**src/design/aes128_ctr_crypt_core_macros.svh**
```systemverilog
// Assertion macros for the AES-128 CTR core
`ifndef AES128_CTR_CRYPT_CORE_MACROS_SVH
`define AES128_CTR_CRYPT_CORE_MACROS_SVH
`ifndef NO_ASSERTIONS
`define ACC_ASSERT_IMP(label, clk, rst_n, a, b) \
    label: assert property (@(posedge clk) disable iff (!rst_n) (a) |-> (b)) \
        else $error("assertion failed");
`define ACC_ASSERT_NXT(label, clk, rst_n, a, b) \
    label: assert property (@(posedge clk) disable iff (!rst_n) (a) |=> (b)) \
        else $error("assertion failed");
`else
`define ACC_ASSERT_IMP(label, clk, rst_n, a, b)
`define ACC_ASSERT_NXT(label, clk, rst_n, a, b)
`endif
`endif

```
**src/design/acc_pkg.sv**
```systemverilog
// ----------------------------------------------------------------------------
// acc_pkg
// Types, constants and AES helper functions for the CTR core.
// ----------------------------------------------------------------------------
`default_nettype none
package acc_pkg;
    localparam logic [1:0] REG_KEY_HIGH = 2'd0;
    localparam logic [1:0] REG_KEY_LOW  = 2'd1;
    localparam logic [1:0] REG_NONCE    = 2'd2;
    localparam logic [31:0] NONCE_RESET = 32'h69bbc0c9;
    localparam int NUM_ROUNDS = 10;

    typedef struct packed {
        logic        first;
        logic [63:0] iv;
        logic [63:0] data_high;
        logic [63:0] data_low;
        logic [4:0]  valid_bytes;
    } in_item_t;

    typedef struct packed {
        logic [63:0] out_high;
        logic [63:0] out_low;
        logic [4:0]  out_bytes;
    } out_item_t;

    // job handed from front to back
    typedef struct packed {
        logic [127:0] block;
        logic [127:0] data;
        logic [4:0]   nbytes;
    } job_t;

    function automatic logic [7:0] sbox(input logic [7:0] a);
        logic [7:0] t [256];
        t = '{
        8'h63,8'h7c,8'h77,8'h7b,8'hf2,8'h6b,8'h6f,8'hc5,8'h30,8'h01,8'h67,8'h2b,8'hfe,8'hd7,8'hab,8'h76,
        8'hca,8'h82,8'hc9,8'h7d,8'hfa,8'h59,8'h47,8'hf0,8'had,8'hd4,8'ha2,8'haf,8'h9c,8'ha4,8'h72,8'hc0,
        8'hb7,8'hfd,8'h93,8'h26,8'h36,8'h3f,8'hf7,8'hcc,8'h34,8'ha5,8'he5,8'hf1,8'h71,8'hd8,8'h31,8'h15,
        8'h04,8'hc7,8'h23,8'hc3,8'h18,8'h96,8'h05,8'h9a,8'h07,8'h12,8'h80,8'he2,8'heb,8'h27,8'hb2,8'h75,
        8'h09,8'h83,8'h2c,8'h1a,8'h1b,8'h6e,8'h5a,8'ha0,8'h52,8'h3b,8'hd6,8'hb3,8'h29,8'he3,8'h2f,8'h84,
        8'h53,8'hd1,8'h00,8'hed,8'h20,8'hfc,8'hb1,8'h5b,8'h6a,8'hcb,8'hbe,8'h39,8'h4a,8'h4c,8'h58,8'hcf,
        8'hd0,8'hef,8'haa,8'hfb,8'h43,8'h4d,8'h33,8'h85,8'h45,8'hf9,8'h02,8'h7f,8'h50,8'h3c,8'h9f,8'ha8,
        8'h51,8'ha3,8'h40,8'h8f,8'h92,8'h9d,8'h38,8'hf5,8'hbc,8'hb6,8'hda,8'h21,8'h10,8'hff,8'hf3,8'hd2,
        8'hcd,8'h0c,8'h13,8'hec,8'h5f,8'h97,8'h44,8'h17,8'hc4,8'ha7,8'h7e,8'h3d,8'h64,8'h5d,8'h19,8'h73,
        8'h60,8'h81,8'h4f,8'hdc,8'h22,8'h2a,8'h90,8'h88,8'h46,8'hee,8'hb8,8'h14,8'hde,8'h5e,8'h0b,8'hdb,
        8'he0,8'h32,8'h3a,8'h0a,8'h49,8'h06,8'h24,8'h5c,8'hc2,8'hd3,8'hac,8'h62,8'h91,8'h95,8'he4,8'h79,
        8'he7,8'hc8,8'h37,8'h6d,8'h8d,8'hd5,8'h4e,8'ha9,8'h6c,8'h56,8'hf4,8'hea,8'h65,8'h7a,8'hae,8'h08,
        8'hba,8'h78,8'h25,8'h2e,8'h1c,8'ha6,8'hb4,8'hc6,8'he8,8'hdd,8'h74,8'h1f,8'h4b,8'hbd,8'h8b,8'h8a,
        8'h70,8'h3e,8'hb5,8'h66,8'h48,8'h03,8'hf6,8'h0e,8'h61,8'h35,8'h57,8'hb9,8'h86,8'hc1,8'h1d,8'h9e,
        8'he1,8'hf8,8'h98,8'h11,8'h69,8'hd9,8'h8e,8'h94,8'h9b,8'h1e,8'h87,8'he9,8'hce,8'h55,8'h28,8'hdf,
        8'h8c,8'ha1,8'h89,8'h0d,8'hbf,8'he6,8'h42,8'h68,8'h41,8'h99,8'h2d,8'h0f,8'hb0,8'h54,8'hbb,8'h16};
        return t[a];
    endfunction

    function automatic logic [7:0] xtime(input logic [7:0] a);
        return {a[6:0], 1'b0} ^ (a[7] ? 8'h1b : 8'h00);
    endfunction

    // byte i of a 128-bit word, byte 0 in the top bits
    function automatic logic [7:0] byte_of(input logic [127:0] w, input int i);
        return w[127 - 8*i -: 8];
    endfunction

    // one round: sub bytes, shift rows, optional mix columns, add round key
    function automatic logic [127:0] aes_round(input logic [127:0] s, input logic [127:0] rk,
                                               input logic last);
        logic [7:0] t [16];
        logic [127:0] r;
        logic [7:0] a0, a1, a2, a3;
        for (int c = 0; c < 4; c++)
            for (int i = 0; i < 4; i++)
                t[c*4+i] = sbox(byte_of(s, ((c + i) & 3) * 4 + i));
        for (int c = 0; c < 4; c++) begin
            a0 = t[c*4]; a1 = t[c*4+1]; a2 = t[c*4+2]; a3 = t[c*4+3];
            if (last)
                r[127 - 32*c -: 32] = {a0, a1, a2, a3};
            else
                r[127 - 32*c -: 32] = {xtime(a0) ^ xtime(a1) ^ a1 ^ a2 ^ a3,
                                       a0 ^ xtime(a1) ^ xtime(a2) ^ a2 ^ a3,
                                       a0 ^ a1 ^ xtime(a2) ^ xtime(a3) ^ a3,
                                       xtime(a0) ^ a0 ^ a1 ^ a2 ^ xtime(a3)};
        end
        return r ^ rk;
    endfunction

    // next round key from the previous one
    function automatic logic [127:0] key_step(input logic [127:0] k, input logic [7:0] rc);
        logic [31:0] w0, w1, w2, w3, g;
        w0 = k[127:96]; w1 = k[95:64]; w2 = k[63:32]; w3 = k[31:0];
        g = {sbox(w3[23:16]) ^ rc, sbox(w3[15:8]), sbox(w3[7:0]), sbox(w3[31:24])};
        w0 = w0 ^ g; w1 = w1 ^ w0; w2 = w2 ^ w1; w3 = w3 ^ w2;
        return {w0, w1, w2, w3};
    endfunction
endpackage
`default_nettype wire

```
**src/design/acc_front.sv**
```systemverilog
// ----------------------------------------------------------------------------
// acc_front
// Accepts items, tracks IV and block counter, builds counter blocks.
// ----------------------------------------------------------------------------
`default_nettype none
module acc_front import acc_pkg::*; (
    input  wire logic     clk,
    input  wire logic     rst_n,
    input  wire logic     push,
    output logic          full,
    input  wire in_item_t in_item,
    input  wire logic [31:0] nonce,
    output logic          job_valid,
    input  wire logic     job_ready,
    output job_t          job
);
    logic [63:0] iv_reg;
    logic [31:0] ctr_reg;
    logic        vld_reg;
    job_t        job_reg;
    logic        take;
    logic [63:0] iv_use;
    logic [31:0] ctr_use;
    logic [4:0]  n;

    assign full = vld_reg && !job_ready;
    assign take = push && !full;
    assign iv_use = in_item.first ? in_item.iv : iv_reg;
    assign ctr_use = in_item.first ? 32'd1 : ctr_reg;
    assign n = (in_item.valid_bytes > 5'd16) ? 5'd16 : in_item.valid_bytes;

    always_ff @(posedge clk or negedge rst_n)
    begin
        if (!rst_n)
        begin
            iv_reg  <= '0;
            ctr_reg <= 32'd1;
            vld_reg <= 1'b0;
        end
        else
        begin
            if (job_ready)
                vld_reg <= 1'b0;
            if (take)
            begin
                iv_reg  <= iv_use;
                ctr_reg <= (n != 5'd0) ? ctr_use + 32'd1 : ctr_use;
                vld_reg <= (n != 5'd0);
            end
        end
    end

    always_ff @(posedge clk)
    begin
        if (take)
            job_reg <= '{block: {nonce, iv_use, ctr_use},
                         data: {in_item.data_high, in_item.data_low}, nbytes: n};
    end

    assign job_valid = vld_reg;
    assign job = job_reg;
endmodule
`default_nettype wire

```
**config.mk**
```make
export PLATFORM = sky130hd
export DESIGN_NAME = acc_front
export DESIGN_NICKNAME = d
export VERILOG_FILES = /design/src/design/aes128_ctr_crypt_core_macros.svh /design/src/design/acc_pkg.sv /design/src/design/acc_front.sv
export SDC_FILE = /design/constraint.sdc
export NUM_CORES = 1
export LEC_CHECK = 0
export BUFFER_PORTS_ARGS = -buffer_cell sky130_fd_sc_hd__clkbuf_2
export CAP_MARGIN = 20
export CORE_AREA = 2 2 194 196
export CTS_BUF_LIST = sky130_fd_sc_hd__clkbuf_4 sky130_fd_sc_hd__clkbuf_8
export DETAILED_ROUTE_END_ITERATION = 12
export DIE_AREA = 0 0 196 198
export REMOVE_ABC_BUFFERS = 1
export SLEW_MARGIN = 0
export SYNTH_ARGS = -nofsm -noshare
export SYNTH_HDL_FRONTEND = slang
export SYNTH_SLANG_ARGS = --single-unit
```
**constraint.sdc**
```tcl
create_clock -name clk -period 10.8 [get_ports clk]
set_input_delay 2.16 -clock clk [delete_from_list [all_inputs] [get_ports clk]]
set_output_delay 2.16 -clock clk [all_outputs]
set_load 0.02 [all_outputs]
```
==> results.md, run 1 <==
- Outcome: complete, no violations
- Simple-gate share of the synthesized area: 0.0616
- Post-CTS Setup Bufs: 0
- Initial antenna violation count: 2
- Die Y: 198 um
- Post-cts sizing count: 0
- R2r worst-path depth: 6
- Ys async rst share: 0.271
- Via-per-instance ratio: 4.52
- Clock latency on the worst-skew pair: 0.63 ns
- RSZ-0062 raised after global routing: false
- Clk slew on worst S/H paths: 0.06 ns
- Remaining DRCs: 0
- CTS tree: built
- H-tree depth: 2
- Top cells by area, synth: edfxtp_1, dfrtp_1, mux2_2
- Clock buffer depth: 3
- Final setup vio count: 0
- Critical path peak fanout: 5
- Min Hold Slack: 0.490 ns
- Clk_skew: 0.0182 ns
- Area Growth Syn to Fin: 32.7%
- Full die area: 38,800 sq um
- Drt first pass iters: 6
- Clk root buf: clkbuf_8
- Setup_tns: 0 ns
- Share of the synthesized area in the top cell type: 0.604
- Area post-placement: 16,000 sq um
- Commonest cells in the netlist: edfxtp_1, mux2_2, dfrtp_1
- CP Class: input port to output pin
- R2R setup slack: 7.26 ns
- Cts bufs inserted: 59
- Worst setup startpoint: job_ready
- Num rows: 71
- Fillcell total: 3,323
- Register area: 10,300 sq um
- Post-DP HPWL: 23,100 um
- Reg-to-Reg End: iv_reg[53]$_DFFE_PN0P_
- Synth Area in Compound Gates: 0.00694
- Crit path capture: full
- Sequential fraction of the synthesis area: 0.791
- Worst-margin pin slew: 0.986 ns
- Drt total wl: 32,400 um
- Worst EP arrival: 2.66 ns
- Fin crit share: 0.447
- Core region area: 37,000 sq um
- Critical Path RT: 8.64 ns
- Largest family of logic cells by synthesized area: multiplexers
- Final GP Congestion: 0.757
- Hold path cells: 2
- Area of the multi-input gates: 2590 sq um
- Placed cells: 1,648
- Most used DFF post-synth: edfxtp_1
- Largest net degree at the start of global routing: 121
- Fmax: 207 MHz
- Fin. max-slew vios: 0
- Initial Util: 0.351
- Synth Area in Adders: 0.000963
- Pleak: 7.28 nW
- Starting DRC count in detailed routing: 290
- DR vias: 7,959
- IR drop worst, VDD: 0.0971 mV
- Max Cap Violations: 0
- Power Dens Cells: 191 nW/um^2
- Post-synth top area cell: edfxtp_1
- Mux cell area share after synthesis: 0.111
- Post-Synthesis Cells: 697
- Worst r2r src: job_valid$_DFFE_PN0P_
- Final Cell Area: 17,200 sq um
- Final Hold Vio Count: 0
- Number of flip-flops under the largest register name: 261
- Final min period: 4.82 ns
- Yosys cell types: 47
- Non-Filler Instances: 1,760
- Die X: 196 um
- Overall Power: 0.00329 W
- Top-count cell post-synth: edfxtp_1
- Synth Area in XOR/XNOR: 0.0189
- First-pass GRT wire length: 46,900 um
- #FFs+latches synth: 358
- Syn avg cell area: 18.6 sq um
- CP startpoint kind: input port
- CP Capture Type: output pin
- Synth Warn #: 0
- Hold buffers post-CTS: 0
- CTS sink cnt: 358
- Hold Crit Class: flip-flop to flip-flop
- Max-slew headroom: 0.342
- Input/output buffers: 496
- Grt ovf: 0
- Routed Antenna Nets: 0
- Layout cell share with drive strength beyond 1: 0.576
- Drt wl/cell: 18.4 um
- Post-Syn Area: 13,000 sq um
- Total track usage: 0.161
- I/O Pins: 497
- Number of global-route vias before repair: 7,969
- Final nets: 1,470
- Post-synth EDFFs: 261
## worst min-delay path by stage
stage | from | to | slack (ns)
2_1_floorplan | ctr_reg[0]$_DFFE_PN1P_ | ctr_reg[0]$_DFFE_PN1P_ | 0.46
3_3_place_gp | ctr_reg[0]$_DFFE_PN1P_ | ctr_reg[0]$_DFFE_PN1P_ | 0.48
3_5_place_dp | ctr_reg[0]$_DFFE_PN1P_ | ctr_reg[0]$_DFFE_PN1P_ | 0.48
4_1_cts | ctr_reg[0]$_DFFE_PN1P_ | ctr_reg[0]$_DFFE_PN1P_ | 0.49
5_1_grt | iv_reg[51]$_DFFE_PN0P_ | iv_reg[51]$_DFFE_PN0P_ | 0.51
6_report | ctr_reg[0]$_DFFE_PN1P_ | ctr_reg[0]$_DFFE_PN1P_ | 0.49
## metal layers
layer	vias to the layer above	global-route usage	routed length (um)
met5	-	0	0
met4	0	0.0477	623
met3	41	0.0731	3190
met2	293	0.275	16200
met1	3929	0.183	12400
li1	3696	-	-
## final cells by class
class / instances / area share
clock inverter: 25 / 0.0112
sequential: 358 / 0.596
clock buffer: 85 / 0.0599
antenna: 2 / 0.000290
inverter: 7 / 0.00196
multi-input combinational: 308 / 0.150
tap: 474 / 0.0344
timing repair buffer: 501 / 0.146
## per-stage QoR
stage / util / setup slack [ns]
finish: 0.466 / 5.98
global route: 0.466 / 5.73
CTS: 0.466 / 5.98
detailed placement: 0.433 / 5.29
global placement: 0.433 / 5.34
floorplan: - / 2.68
## where the power goes
part | leakage [nW] | switching [W] | total, W | internal (W)
Clock | 0.647 | 0.000526 | 0.00121 | 0.000686
Combinational | 2.92 | 0.000217 | 0.000385 | 0.000168
Sequential | 3.71 | 0.0000514 | 0.00169 | 0.00164
Total | 7.28 | 0.000795 | 0.00329 | 0.00250
## worst max-delay path, cell delays in order
cell and delay [ns]:
clkbuf_2 0.07, nand2b_1 0.19, inv_1 0.08, clkbuf_2 0.16
## logic make-up (layout without fill, tap and decap cells)
group           Yosys count  in the layout
buf+inv                  31            618
mux                     128            128
flops                   358            358
simple gates            137            137
other cells               0              2
xor+xnor                 28             28
fa+ha+maj                 1              1
compound gates           14             14
## layout by cell type (no fill, tap or decap), types with 4 or more instances in the layout
master / synthesis / final
clkinv_1: 0 / 14
nand3_1: 8 / 8
edfxtp_1: 261 / 261
nor2_1: 13 / 13
nor3_1: 4 / 4
nor2b_1: 32 / 32
xor2_1: 8 / 8
clkbuf_2: 0 / 494
o22ai_1: 5 / 5
clkbuf_4: 0 / 22
buf_4: 1 / 7
mux2_2: 128 / 128
nand2_1: 44 / 44
clkinv_2: 0 / 5
nor4_1: 5 / 5
dfrtp_1: 96 / 96
and3_1: 6 / 6
inv_1: 6 / 6
xnor2_1: 20 / 20
clkbuf_8: 0 / 63
(Power assumes the default switching activity.)
==> inputs of run 2 (changes only) <==
ABC_AREA = 1   (was default)
CORE_AREA = 2 2 191 193   (was 2 2 194 196)
DIE_AREA = 0 0 193 195   (was 0 0 196 198)
clock period = 5 ns   (was 10.8 ns; I/O delays follow)
==> results.md, run 2 <==
- Clock buffer depth: 3
- Area post-placement: 16,300 sq um
- Post-synth top area cell: edfxtp_1
- RSZ-0062 raised after global routing: false
- Crit path buf inv count: 2
- Input/output buffers: 496
- CTS tree: built
- Remaining DRCs: 0
- Final Cell Area: 17,600 sq um
- Clock latency on the worst-skew pair: 0.63 ns
- Top cells by area, synth: edfxtp_1, dfrtp_1, nand2_1
- IR drop worst, VDD: 0.261 mV
- Met1 Track Usage GR: 0.206
- Core region area: 35,400 sq um
- First-pass GRT wire length: 52,100 um
- Post-CTS Setup Bufs: 0
- Starting DRC count in detailed routing: 531
- CP max-delay cell: buf_4
- Final setup vio count: 0
- Worst EP arrival: 3.25 ns
- I/O Pins: 497
- Die X: 193 um
- Fillcell total: 3,258
- Post-Synthesis Cells: 1,011
- Clk root buf: clkbuf_8
- Outcome: complete, no violations
- Top-count cell post-synth: edfxtp_1
- Die Y: 195 um
- Ys async rst share: 0.271
- Max-slew headroom: 0.277
- Non-Filler Instances: 2,050
- Min Hold Slack: 0.293 ns
- Drt first pass iters: 5
- DR vias: 9,261
- Routed Antenna Nets: 0
- Hold Crit Class: input port to asynchronous set/reset pin
- Commonest non-fill, non-tap cell in the layout: clkbuf_2
- H-tree depth: 2
- Fmax: 366 MHz
- M3 GR Usage: 0.0518
- Drt wl/cell: 17.3 um
- Post-synth EDFFs: 261
- Number of global-route vias before repair: 9,306
- Final nets: 1,773
- Yosys cell types: 29
- Post-cts sizing count: 0
- Initial antenna violation count: 3
- Met2 Usage GRT: 0.325
- Cts bufs inserted: 60
- Syn avg cell area: 13.2 sq um
- CP Capture Type: flip-flop
- Worst path max stage delay: 0.50 ns
- Clk slew on worst S/H paths: 0.06 ns
- Drt total wl: 35,400 um
- Pleak: 7.90 nW
- CP top delay family: simple AND/OR/NAND/NOR gates
- Most frequent CP cell: nand2_1
- Most used DFF post-synth: edfxtp_1
- Crit-path cells: buf_4 > inv_2 > nand2_1 > ha_1 > nand2_1 > nor2_1 > nand2_4 > nor2_8 > nand2_4 > o21bai_1 > nand2_1
- Fin crit share: 0.547
- Num rows: 69
- Final Hold Vio Count: 0
- Area Growth Syn to Fin: 31.9%
- Post-DP HPWL: 25,200 um
- Total track usage: 0.184
- Critical path peak fanout: 66
- Worst-margin pin slew: 1.08 ns
- Fin. max-slew vios: 0
- Power Dens Cells: 403 nW/um^2
- Clk_skew: 0.0260 ns
- Grt ovf: 0
- Most frequent cells in the layout: clkbuf_2, edfxtp_1, nand2_1, o21ai_0, inv_1
- Initial Util: 0.376
- #FFs+latches synth: 358
- Hold buffers post-CTS: 0
- Full die area: 37,600 sq um
- Final GP Congestion: 0.803
- Share of the synthesized area in the top cell type: 0.588
- Synth Warn #: 0
- GRT busiest layer: met2
- Critical Path RT: 5.51 ns
- CP startpoint kind: input port
- Largest net degree at the start of global routing: 201
- Number of flip-flops under the largest register name: 261
- Commonest cells in the netlist: edfxtp_1, nand2_1, o21ai_0
- Placed cells: 1,937
- Layout cell share with drive strength beyond 1: 0.402
- CTS sink cnt: 358
- CP Class: input port to flip-flop
- Final min period: 2.73 ns
- Post-Syn Area: 13,300 sq um
- Max Cap Violations: 0
- Sequential fraction of the synthesis area: 0.771
- Via-per-instance ratio: 4.52
[run 2: cells by family (layout without fill, tap and decap cells)]
kind of cell	Yosys count	in the layout	synth area share
buffers and inverters	161	738	0.0487
AND/OR/NAND/NOR	337	337	0.115
flip-flops	358	358	0.771
AO/OA/AOI/OAI	133	133	0.0504
other	0	1	0
XOR/XNOR	21	21	0.0138
adder cells (fa/ha/maj)	1	1	0.000939
[run 2: final cells by class]
type                            count  area [sq um]  area share
Multi-Input combinational cell    492          2410       0.137
Tap cell                          461           577      0.0328
Timing Repair Buffer              502          2580       0.147
Clock buffer                       86          1080      0.0617
Inverter                          124           465      0.0265
Sequential cell                   358         10300       0.584
Antenna cell                        1          2.50    0.000142
Clock inverter                     26           189      0.0108
[run 2: where the power goes]
| group | leakage, nW | total, W | switching [W] | internal [W] |
|---|---|---|---|---|
| Sequential | 3.77 | 0.00357 | 0.0000702 | 0.00350 |
| Combinational | 3.44 | 0.000790 | 0.000549 | 0.000241 |
| Clock | 0.679 | 0.00272 | 0.00118 | 0.00155 |
| Total | 7.90 | 0.00708 | 0.00180 | 0.00528 |
[run 2: through the flow]
stage	setup WS (ns)	total power (W)	TNS, ns	utilization
floorplan	-9.89	0.00411	-2149.81	-
global placement	1.65	0.00440	0	0.460
detailed placement	1.58	0.00443	0	0.460
CTS	2.28	0.00718	0	0.496
global route	2.06	0.00740	0	0.496
finish	2.27	0.00708	0	0.496
[run 2: worst paths after layout]
path	startpoint	to	slack, ns	cells after the start
min in group clk	ctr_reg[27]$_DFFE_PN0P_	ctr_reg[27]$_DFFE_PN0P_	0.54	2
worst max-delay path	in_item[197]	ctr_reg[24]$_DFFE_PN0P_	2.27	11
max in group asynchronous	rst_n	iv_reg[17]$_DFFE_PN0P_	3.82	2
worst min-delay path	rst_n	iv_reg[59]$_DFFE_PN0P_	0.29	1
worst min register to register	ctr_reg[27]$_DFFE_PN0P_	ctr_reg[27]$_DFFE_PN0P_	0.54	2
worst max register to register	job_valid$_DFFE_PN0P_	ctr_reg[15]$_DFFE_PN0P_	2.79	6
[run 2: layer usage]
| layer | vias to the layer above | share of wire |
|---|---|---|
| li1 | 4454 | - |
| met1 | 4425 | 0.37 |
| met2 | 308 | 0.51 |
| met3 | 70 | 0.080 |
| met4 | 4 | 0.033 |
| met5 | - | 0.00059 |
